## src/design/particle_update_atlas_step_defines.svh

```systemverilog
// assertion helpers shared by the block, clocked on clk and quiet in reset
`ifndef PARTICLE_UPDATE_ATLAS_STEP_DEFINES_SVH
`define PARTICLE_UPDATE_ATLAS_STEP_DEFINES_SVH

// consequent must hold in the same cycle as the antecedent
`define PUA_ASSERT_SAME(lbl, ante, cons) \
  lbl: assert property (@(posedge clk) disable iff (!rst_n) (ante) |-> (cons)) \
    else $error("pua: same-cycle check failed");

// consequent must hold in the cycle after the antecedent
`define PUA_ASSERT_NEXT(lbl, ante, cons) \
  lbl: assert property (@(posedge clk) disable iff (!rst_n) (ante) |=> (cons)) \
    else $error("pua: next-cycle check failed");

`endif

```

## src/design/pua_div.sv

```systemverilog
module pua_div #(
  parameter int NW  = 8,
  parameter int DW  = 8,
  parameter int SPS = 2
) (
  input  logic          clk,
  input  logic          en,
  input  logic [NW-1:0] num,
  input  logic [DW-1:0] den,
  output logic [NW-1:0] quo,
  output logic [DW-1:0] rem
);

  localparam int NSTG = (NW + SPS - 1) / SPS;
  localparam int PW   = NSTG * SPS;

  // w holds the dividend bits still to bring down, quotient bits shift in below
  logic [DW-1:0] rem_r [NSTG];
  logic [PW-1:0] w_r   [NSTG];
  logic [DW-1:0] den_r [NSTG];

  for (genvar s = 0; s < NSTG; s++) begin : g_stg
    logic [DW-1:0] rem_i;
    logic [DW-1:0] den_i;
    logic [PW-1:0] w_i;
    logic [DW-1:0] rem_c;
    logic [PW-1:0] w_c;
    logic [DW:0]   t;

    if (s == 0) begin : g_first
      assign rem_i = '0;
      assign w_i   = PW'(num);
      assign den_i = den;
    end else begin : g_next
      assign rem_i = rem_r[s-1];
      assign w_i   = w_r[s-1];
      assign den_i = den_r[s-1];
    end

    always_comb begin
      rem_c = rem_i;
      w_c   = w_i;
      t     = '0;
      for (int k = 0; k < SPS; k++) begin
        t   = {rem_c, w_c[PW-1]};
        w_c = {w_c[PW-2:0], 1'b0};
        if (t >= {1'b0, den_i}) begin
          rem_c  = DW'(t - {1'b0, den_i});
          w_c[0] = 1'b1;
        end else begin
          rem_c = t[DW-1:0];
        end
      end
    end

    always_ff @(posedge clk) begin
      if (en) begin
        rem_r[s] <= rem_c;
        w_r[s]   <= w_c;
        den_r[s] <= den_i;
      end
    end
  end

  assign quo = w_r[NSTG-1][NW-1:0];
  assign rem = rem_r[NSTG-1];

endmodule

```

## config.mk

```make
export PLATFORM = sky130hd
export DESIGN_NAME = pua_div
export DESIGN_NICKNAME = d
export VERILOG_FILES = /design/src/design/particle_update_atlas_step_defines.svh /design/src/design/pua_div.sv
export SDC_FILE = /design/constraint.sdc
export NUM_CORES = 1
export LEC_CHECK = 0
export ABC_AREA = 1
export BUFFER_PORTS_ARGS = -buffer_cell sky130_fd_sc_hd__buf_2
export CORE_UTILIZATION = 45
export DETAILED_ROUTE_END_ITERATION = 10
export GPL_TIMING_DRIVEN = 0
export PLACE_DENSITY = 0.71
export SYNTH_ARGS = -nofsm -noshare
export SYNTH_HDL_FRONTEND = slang
export SYNTH_SLANG_ARGS = --single-unit
```

## constraint.sdc

```tcl
create_clock -name clk -period 2.85 [get_ports clk]
set_clock_uncertainty 0.2 [all_clocks]
set_input_delay 0.57 -clock clk [delete_from_list [all_inputs] [get_ports clk]]
set_output_delay 0.57 -clock clk [all_outputs]
set_load 0.005 [all_outputs]
```

== Word level (Yosys, flattened, before mapping) ==
Memories as Yosys holds them, arrays and structs flattened.
Cells that the tools add are included.
Storage, ports and cells
  register bits after elaboration: 0
  bits in latches: 0
  bits in writable memories: 96
  bits in read-only memories: 0
  bits of input ports: 18
  output and inout port bits: 16
  logic and storage cells: 37
  memories: 3
Cells by class
  $add $sub $neg: 8
  multipliers: 0
  div/mod/pow operators: 0
  order comparisons: 8
  equal/unequal tests: 0
  shift operators: 0
  mux-type cells: 18
  bitwise gates (word level): 0
  reductions and logical operators: 0
Memory list
  den_r: depth 4, bits a word 8, read ports 3, clocked after Yosys merged registers in 0, write ports 4, line pua_div.sv:20  | logic [DW-1:0] den_r [NSTG];
  rem_r: depth 4, bits a word 8, read ports 4, clocked after Yosys merged registers in 0, write ports 4, line pua_div.sv:18  | logic [DW-1:0] rem_r [NSTG];
  w_r: depth 4, bits a word 8, read ports 4, clocked after Yosys merged registers in 0, write ports 4, line pua_div.sv:19  | logic [PW-1:0] w_r [NSTG];
Operators by type and width (count)
  8-bit two-way mux: 8
  9-bit by 8-bit greater-or-equal comparator with 1-bit output: 7
  8-bit subtractor: 7
  1-bit two-way mux: 10
  1-bit by 8-bit greater-or-equal comparator with 1-bit output: 1
  1-bit by 8-bit subtractor with 8-bit output: 1

== Longest topological paths before layout ==
Gate-level depths: netlist of the first run.
An unclocked memory read counts as a cell.
  depth after elaboration: 5
  gate-level depth with buffers: 22
  depth with buffers taken out: 22

== Worst setup path before layout of the first run ==
Ideal clock, no wire load.
  kind: reg2reg
  start point: mem rem_r[1][2]
  end point: mem rem_r[2][0], data pin
  library setup time: 0.253 ns
  arrival: 2.639 ns
  required time: 2.397 ns
  path slack: -0.242 ns
  stages on the path, launching flop included: 20
  path buffers: 1
  clock period less this slack: 3.092 ns
  cells stage by stage: edfxtp_1 > ha_1 > nand2_1 > inv_2 > a21oi_2 > nand2_1 > nand2_2 > nand2_2 > buf_6 > nand2_1 > nand2_1 > ha_1 > a21oi_1 > nand2_1 > nand4_1 > nand2_1 > nand2_2 > nand4_2 > nand2_1 > nand2_1
RTL lines (line)
  start, declared: pua_div.sv:18

==> run_results.csv, run 1 <==
group,metric,value,unit
outcome,status,"complete, but fails checks",
outcome,violations,"negative setup slack",
synthesis,synthCells,719,
setup_path,start_kind,"flop",
global_routing,grt_pass1_vias,5803,
sta,worst_slew_pin_slew,0.364,ns
setup_path,critPathMaxFanout,6,
global_routing,grt_max_degree,69,
cts,cts_hold_buf,0,
routing,avgRoutedWirePerCell,18.3,µm
min_path,holdCritPathClass,"input pin to flop",
sta,rsz0062_at_grt,"true",
placement,hpwl,10.4,mm
setup_path,critical_path.cell_chain,"ha_4 -> nand2_2 -> nor2_2 -> nand2_2 -> nand3_4 -> a21oi_4 -> buf_6 -> nand2_1 -> nand2_2 -> ha_4 -> nand2_4 -> nor2_4 -> nand2_2 -> o211ai_1 -> nand2_2 -> buf_4 -> nand3_1 -> nand2_1",
sta,slew_viol_final,0,
sta,finalCriticalPeriod,3.47,ns
setup_path,endpoint_kind,"flop",
setup_path,worst_ep_required_time,2.76,ns
floorplanning,die_w,120,µm
final_layout,postLayoutCellArea,9550,µm²
global_routing,grt_remaining_overflow,0,
synthesis,ys.flop_type,"edfxtp_1",
sta,slew_headroom,0.757,
power_and_ir_drop,p_per_area,1120,nW/µm²
routing,drt_pass1_iterations,6,
floorplanning,io-pin-count,34,
final_layout,drive_above_1_share,0.514,
routing,num_vias,6147,
sta,hold_viol,0,
setup_path,worstSetupPathType,"flop to flop",
final_layout,diodes,0,
routing,antenna_left,0,
global_routing,grt_use_total,0.252,
setup_path,cp_data_arrival_time,3.38,ns
synthesis,yosys-top-cells-area,"edfxtp_1 (42%), nand2_1 (13%), ha_1 (12%), inv_1 (6.5%), nand3_1 (4.7%)",
floorplanning,die_y,120,µm
setup_path,crit_top_cell,"nand2_2",
floorplanning,core.rowCount,42,
placement,dp_worst_setup_slack,-0.568,ns
final_layout,nets,1002,
synthesis,ys.warnings.count,0,
routing,routed_wl,20.1,mm
synthesis,synth_edf_count,88,
cts,cts_made_buffers,9,
cts,clock-root-buffer,"clkbuf_16",
sta,hold_slack,0.176,ns
cts,clk_path_buf_depth,2,
synthesis,avgSynthCellArea,8.67,µm²
final_layout,area_delta_synth_final,53.1,%
setup_path,slowest_delay,0.50,ns
cts,cts_tree,"built",
synthesis,netlist.area_leader.share,0.424,
job,maxCapViolations,0,
cts,h-tree-depth,3,
floorplanning,start_util,0.465,
setup_path,path_delay_family,"simple AND/OR/NAND/NOR gates",
global_routing,antenna_found_initial,0,
synthesis,synth_fp_nets,802,
synthesis,yosysSeqAreaShare,0.424,
synthesis,synthesis.area,6230,µm²
placement,io_buffers,33,
power_and_ir_drop,finalPower,10.7,mW
synthesis,yosys.area.top_type,"edfxtp_1",
final_layout,fill_cells,820,
power_and_ir_drop,ir_drop,0.538,mV
placement,dpl_cell_area,7030,µm²
routing,drt_iter0_markers,489,
global_routing,grt_pass1_wl,27.9,mm
sta,max_freq,288,MHz
cts,cts_num_sinks,88,
routing,via_per_inst,5.59,
floorplanning,dieArea,14300,µm²
setup_path,worst_path_max_delay_cell,"edfxtp_1",
power_and_ir_drop,p_leak,4.30,nW
sta,setup_viol,28,
sta,finalCritPeriodShare,1.22,
synthesis,ys_ff_latch,88,
placement,place.gp.congestion,0.849,
synthesis,async_flop_share,0,
synthesis,synth.distinct_cells,38,
sta,fin_ws,-0.621,ns
cts,clkSlewWorstSetupHoldPaths,0.08,ns
setup_path,crit_buf_inv,2,
cts,clk_latency,0.37,ns
floorplanning,core-area,13400,µm²
routing,drc,0,
-- cells in the mapped netlist, drive strengths merged (7+ instances only) --
library cell,count
a21oi,33
edfxtp,88
fa,7
inv,114
xnor2,9
o21ai,9
xor2,20
ha,58
nand2,237
nand3,64
nand4,21
nor2,33
-- sequential cells by signal (all words and copies together), names as in the netlist --
| register | flops |
|---|---|
| den_r | 24 |
| rem_r | 32 |
| w_r | 32 |
-- worst paths after layout --
check | startpoint | endpoint | slack (ns) | cells after the start
worst min-delay path | num[4] | w_r[0][6] | 0.18 | 1
worst min register to register | w_r[1][3] | w_r[2][5] | 0.21 | 0
worst max-delay path | rem_r[0][1] | rem_r[1][7] | -0.62 | 18
worst max register to register | rem_r[0][1] | rem_r[1][7] | -0.62 | 18
-- final cells by class --
class,instances,area [µm²],area share
well taps,176,220,0.0231
inverters,115,458,0.0480
repair inverters,1,5.00,0.000524
clock inverters,7,62.6,0.00655
plain buffers,2,26.3,0.00275
multi-input cells,519,4530,0.475
flip-flops and latches,88,2640,0.277
clock buffers,9,225,0.0236
repair buffers,183,1380,0.144
-- cells in the final DEF (no fill, tap or decap), drive strengths merged, types with 3 or more instances in the layout --
| master | n |
|---|---|
| o21ai | 9 |
| a21o | 3 |
| clkinv | 4 |
| edfxtp | 88 |
| xor2 | 20 |
| nand3b | 3 |
| clkbuf | 9 |
| buf | 185 |
| xnor2 | 9 |
| inv | 116 |
| nand2 | 239 |
| nor2 | 33 |
| nand3 | 65 |
| fa | 7 |
| a31oi | 4 |
| a21oi | 33 |
| clkinvlp | 3 |
| ha | 58 |
| nor3 | 5 |
| or2 | 3 |
| nand4 | 23 |
-- kinds of logic after synthesis --
logic type	synth area share
buffers and inverters	0.0741
DFF	0.424
adders and majority gates	0.139
AOI/OAI and AO/OA	0.0500
and+or+nand+nor	0.273
xor gates and xnor gates	0.0407
-- power by group --
part	internal, mW	switching, mW	total, mW	leakage [nW]
Sequential	1.90	0.170	2.07	0.858
Clock	0.607	0.579	1.19	0.136
Combinational	3.35	4.05	7.40	3.31
Total	5.85	4.80	10.7	4.30
-- metal layers --
layer / track usage / part of all wire / vias to the layer above
li1: - / - / 2806
met1: 0.277 / 0.36 / 2933
met2: 0.446 / 0.51 / 292
met3: 0.0361 / 0.054 / 116
met4: 0.180 / 0.070 / 0
met5: 0 / 0 / -
-- worst reg2reg max path: stages (launching register included) --
cell and delay [ns]:
edfxtp_1 0.50, ha_4 0.36, nand2_2 0.07, nor2_2 0.16, nand2_2 0.09, nand3_4 0.11
a21oi_4 0.09, buf_6 0.15, nand2_1 0.09, nand2_2 0.09, ha_4 0.30, nand2_4 0.07
nor2_4 0.15, nand2_2 0.09, o211ai_1 0.15, nand2_2 0.23, buf_4 0.19, nand3_1 0.07
nand2_1 0.07
-- per-stage QoR --
step / util / std cells / setup TNS [ns]
detailed placement: 0.525 / 929 / -16.28
CTS: 0.658 / 1047 / -5.72
floorplan: - / 719 / -1.31
finish: 0.713 / 1100 / -11.30
global placement: 0.523 / 928 / -14.47
global route: 0.713 / 1100 / -15.18
-- what timing repair did --
| action | in CTS | in global routing |
|---|---|---|
| pin swaps | 98 | 96 |
| buffers inserted | 95 | 53 |
| setup endpoints to repair | 31 | 36 |
| endpoints found under the hold margin | 0 | 0 |
| resized for setup | 151 | 82 |
| cloned | 8 | 0 |
Power figures use the tool's default switching activity.
==> run 2, diff against run 1 <==
- ABC_CLOCK_PERIOD_IN_PS: unset -> 3400
- CORE_ASPECT_RATIO: unset -> 1.1
- PLACE_DENSITY: 0.71 -> 0.69
- clock period: 2.85 -> 3.4 ns (I/O delays scaled with it)
==> run_results.csv, run 2 (synthesized netlist as in run 1, its figures left out) <==
group,metric,value,unit
min_path,holdCritPathClass,"flop to flop",
routing,antenna_left,0,
floorplanning,die_y,125,µm
setup_path,worstSetupPathType,"flop to flop",
routing,via_per_inst,5.23,
sta,slew_viol_final,0,
final_layout,finalCoreUtilization,0.597,
cts,cts_tree,"built",
power_and_ir_drop,finalPower,7.25,mW
floorplanning,dieArea,14300,µm²
routing,drt_iter0_markers,266,
sta,worst_slew_pin_slew,0.418,ns
power_and_ir_drop,p_leak,3.61,nW
routing,drc,0,
outcome,status,"finished, final reports clean",
cts,clk_latency,0.35,ns
global_routing,grt_max_degree,61,
floorplanning,die_w,114,µm
final_layout,most-common-layout-cells,"nand2_1 (195), inv_1 (89), edfxtp_1 (88)",
sta,slew_headroom,0.721,
global_routing,grt_remaining_overflow,0,
final_layout,final_common_cell,"nand2_1",
global_routing,grt_pass1_wl,23.1,mm
routing,routed_wl,15.3,mm
final_layout,reg_top3,"rem_r: 32 flops, w_r: 32 flops, den_r: 24 flops",
cts,cts_num_sinks,88,
global_routing,grt_pass1_vias,4895,
sta,finalCriticalPeriod,3.29,ns
setup_path,cp_data_arrival_time,3.30,ns
final_layout,diodes,0,
placement,dp_worst_setup_slack,-0.248,ns
power_and_ir_drop,seq_power_share,0.238,
power_and_ir_drop,p_per_area,909,nW/µm²
global_routing,grt_use_total,0.207,
routing,drt_pass1_iterations,5,
sta,finalCritPeriodShare,0.967,
floorplanning,start_util,0.466,
final_layout,drive_above_1_share,0.299,
placement,dpl_cell_area,6660,µm²
power_and_ir_drop,power_frac_clock,0.124,
cts,clk_path_buf_depth,2,
placement,place.gp.congestion,0.942,
routing,avgRoutedWirePerCell,15.3,µm
floorplanning,core.rowCount,44,
job,maxCapViolations,0,
routing,met2_length,8.48,mm
final_layout,area_delta_synth_final,28.0,%
final_layout,nets,892,
sta,rsz0062_at_grt,"true",
setup_path,start_kind,"flop",
cts,clock-root-buffer,"clkbuf_16",
sta,hold_viol,0,
power_and_ir_drop,p_int,4.07,mW
routing,route.layer.met1.wl,5.84,mm
final_layout,postLayoutCellArea,7980,µm²
global_routing,antenna_found_initial,0,
setup_path,worst_ep_required_time,3.41,ns
sta,setup_viol,0,
power_and_ir_drop,p_sw,3.19,mW
final_layout,fill_cells,1124,
routing,top_layer,"met4",
placement,hpwl,10.6,mm
sta,max_freq,304,MHz
setup_path,critPathMaxFanout,8,
floorplanning,core-area,13400,µm²
placement,io_buffers,33,
power_and_ir_drop,ir_drop,0.344,mV
cts,cts_made_buffers,9,
setup_path,endpoint_kind,"flop",
power_and_ir_drop,pwr-share-comb,0.637,
cts,clkSlewWorstSetupHoldPaths,0.06,ns
cts,h-tree-depth,3,
routing,met3_length,456,µm
power_and_ir_drop,sw_frac_of_total,0.439,
floorplanning,io-pin-count,34,
routing,num_vias,5218,
sta,fin_ws,0.113,ns
run 2: critical path, stage by stage, from the launching register on:
cell	delay, ns
edfxtp_1	0.40
inv_2	0.14
ha_4	0.23
nand2_1	0.06
nand2_1	0.07
a21oi_2	0.16
nand2_2	0.10
a21oi_4	0.19
buf_6	0.14
nand2_1	0.05
nand2_1	0.06
inv_1	0.07
ha_1	0.33
nand2_1	0.08
nor2_1	0.07
a21oi_4	0.25
nand2_2	0.10
nor2_4	0.21
nand3_1	0.13
nand2_1	0.10
run 2: final timing paths:
check | startpoint | endpoint | slack, ns | depth (start not counted)
setup / recovery | den_r[0][6] | rem_r[1][6] | 0.11 | 19
hold / removal | w_r[0][4] | w_r[1][6] | 0.22 | 0
setup reg to reg | den_r[0][6] | rem_r[1][6] | 0.11 | 19
hold reg to reg | w_r[0][4] | w_r[1][6] | 0.22 | 0
run 2: metal layers:
| metal | vias to the layer above | track usage |
|---|---|---|
| met3 | 39 | 0.0364 |
| li1 | 2578 | - |
| met2 | 122 | 0.389 |
| met5 | - | 0 |
| met1 | 2479 | 0.224 |
| met4 | 0 | 0.0932 |
run 2: timing repair:
item	4_1_cts	5_1_grt
buffers inserted	10	31
cloned	2	2
setup endpoints to repair	27	32
resized for setup	28	113
pin swaps	8	32
hold buffers	0	0
run 2: final cells by class:
class,instances,area [µm²],area share
well taps,184,230,0.0288
inverters,115,444,0.0557
clock inverters,5,32.5,0.00408
repair buffers,76,523,0.0655
clock buffers,11,233,0.0292
flip-flops and latches,88,2640,0.331
plain buffers,2,31.3,0.00392
multi-input cells,517,3840,0.482
run 2: through the flow:
stage	cells	setup TNS (ns)	hold slack [ns]
2_1_floorplan	719	0	0.200
3_3_place_gp	936	-3.83	0.201
3_5_place_dp	937	-5.89	0.205
4_1_cts	965	0	0.215
5_1_grt	998	-0.767	0.224
6_report	998	0	0.216
run 2: power groups by stage:
stage	registers, mW	logic (mW)	clock network [mW]
after floorplan	1.70	2.68	0
after global placement	1.72	3.34	0
after detailed placement	1.72	3.44	0
after CTS	1.70	3.72	0.920
after global routing	1.75	5.09	0.954
final	1.73	4.62	0.900
==> run 3, diff against run 2 <==
- PLACE_DENSITY: 0.69 -> unset
- PLACE_DENSITY_LB_ADDON: unset -> 0.15
==> run_results.csv, run 3 (synthesized netlist as in run 1, its figures left out) <==
group,metric,value,unit
placement,dp_worst_setup_slack,-0.233,ns
global_routing,antenna_found_initial,0,
routing,drt_pass1_iterations,5,
sta,fin_ws,0.0694,ns
routing,avgRoutedWirePerCell,14.6,µm
outcome,status,"finished, final reports clean",
routing,via_per_inst,5.12,
routing,drt_iter0_markers,157,
final_layout,postLayoutCellArea,7740,µm²
routing,antenna_left,0,
power_and_ir_drop,p_leak,3.55,nW
floorplanning,dieArea,14300,µm²
sta,finalCritPeriodShare,0.980,
cts,clkSlewWorstSetupHoldPaths,0.06,ns
final_layout,nets,876,
global_routing,grt_use_total,0.198,
placement,place.gp.congestion,0.874,
setup_path,start_kind,"flop",
setup_path,worstSetupPathType,"flop to flop",
final_layout,fill_cells,1185,
sta,finalCriticalPeriod,3.33,ns
setup_path,worst_ep_required_time,3.29,ns
global_routing,grt_pass1_wl,22.0,mm
placement,dp.cells,937,
cts,clk_latency,0.34,ns
final_layout,drive_above_1_share,0.256,
final_layout,stdcell_count,981,
routing,drc,0,
cts,cts_tree,"built",
placement,io_buffers,33,
global_routing,grt_pass1_vias,4849,
sta,hold_viol,0,
min_path,hold_depth,0,
floorplanning,io-pin-count,34,
power_and_ir_drop,ir_drop,0.407,mV
final_layout,diodes,0,
routing,routed_wl,14.4,mm
sta,slew_headroom,0.731,
setup_path,rrSetupSlack,0.07,ns
job,maxCapViolations,0,
sta,setup_viol,0,
sta,hold_slack,0.218,ns
setup_path,reg2reg_depth,20,
cts,clock-root-buffer,"clkbuf_16",
final_layout,register_area,2640,µm²
placement,hpwl,10.6,mm
setup_path,cp_data_arrival_time,3.22,ns
sta,tns,0,ns
cts,clk_path_buf_depth,2,
final_layout,most-common-layout-cells,"nand2_1 (206), inv_1 (90), edfxtp_1 (88)",
routing,num_vias,5023,
final_layout,final_common_cell,"nand2_1",
final_layout,reg_top3,"rem_r: 32 flops, w_r: 32 flops, den_r: 24 flops",
power_and_ir_drop,finalPower,6.99,mW
final_layout,area_delta_synth_final,24.2,%
placement,dpl_cell_area,6660,µm²
sta,max_freq,300,MHz
sta,slew_viol_final,0,
floorplanning,core.rowCount,44,
floorplanning,core-area,13400,µm²
global_routing,grt_max_degree,80,
min_path,holdCritPathClass,"flop to flop",
cts,cts_made_buffers,9,
global_routing,grt_remaining_overflow,0,
final_layout,finalCoreUtilization,0.579,
cts,h-tree-depth,3,
power_and_ir_drop,p_per_area,903,nW/µm²
floorplanning,die_y,125,µm
cts,cts_num_sinks,88,
floorplanning,die_w,114,µm
setup_path,endpoint_kind,"flop",
floorplanning,start_util,0.466,
final_layout,multi_input_area,3690,µm²
sta,worst_slew_pin_slew,0.404,ns
setup_path,critPathMaxFanout,5,
[run 3: cell types whose count changed in the layout (fill, tap and decap cells not counted), sizes merged]
cell	change
clkbuf	-2
clkinvlp	-1
nand4	-1
inv	-1
nand2	-1
bufinv	+2
buf	-13
[run 3: worst max-delay path, stage by stage, from the launching register on]
cell	delay (ns)
edfxtp_1	0.46
inv_2	0.13
ha_1	0.26
nand2_1	0.08
nor2_1	0.04
nand2_1	0.09
nand3_4	0.11
a21oi_4	0.23
buf_6	0.14
nand2_1	0.08
o21ai_4	0.11
ha_4	0.24
nand3_1	0.10
nand2_2	0.08
nand2_1	0.07
o211ai_1	0.13
nand2_2	0.15
buf_4	0.14
nand4_4	0.10
nand2_1	0.09
nand2_1	0.06
[run 3: timing repair]
item | in CTS | in global routing
cloned | 0 | 2
buffers inserted | 9 | 18
hold buffers | 0 | 0
endpoints found under the setup margin | 27 | 29
gates resized for setup | 14 | 95
pin swaps | 7 | 19
[run 3: power breakdown]
part           switching (mW)  internal [mW]  total, mW  leakage [nW]
sequential              0.145           1.59       1.74         0.858
clock                   0.374          0.633       1.01         0.147
combinational            2.44           1.81       4.25          2.54
total                    2.96           4.03       6.99          3.55
[run 3: cell type report]
cell class / count / area share
clock buffers: 10 / 0.0296
clock inverters: 5 / 0.00937
plain buffers: 2 / 0.00291
well taps: 184 / 0.0297
inverters: 115 / 0.0567
multi-input cells: 515 / 0.477
repair buffers: 62 / 0.0538
flip-flops and latches: 88 / 0.341
[run 3: per-layer routing]
layer | vias up | wire length, µm | track usage
li1 | 2544 | - | -
met5 | - | 0 | 0
met4 | 0 | 478 | 0.0764
met1 | 2359 | 5520 | 0.211
met3 | 39 | 398 | 0.0393
met2 | 81 | 7960 | 0.378
[run 3: path summary, 6_finish.rpt]
path,start,endpoint
max,den_r[0][1],rem_r[1][6]
max reg2reg,den_r[0][1],rem_r[1][6]
min reg2reg,w_r[0][2],w_r[1][4]
min,w_r[0][2],w_r[1][4]
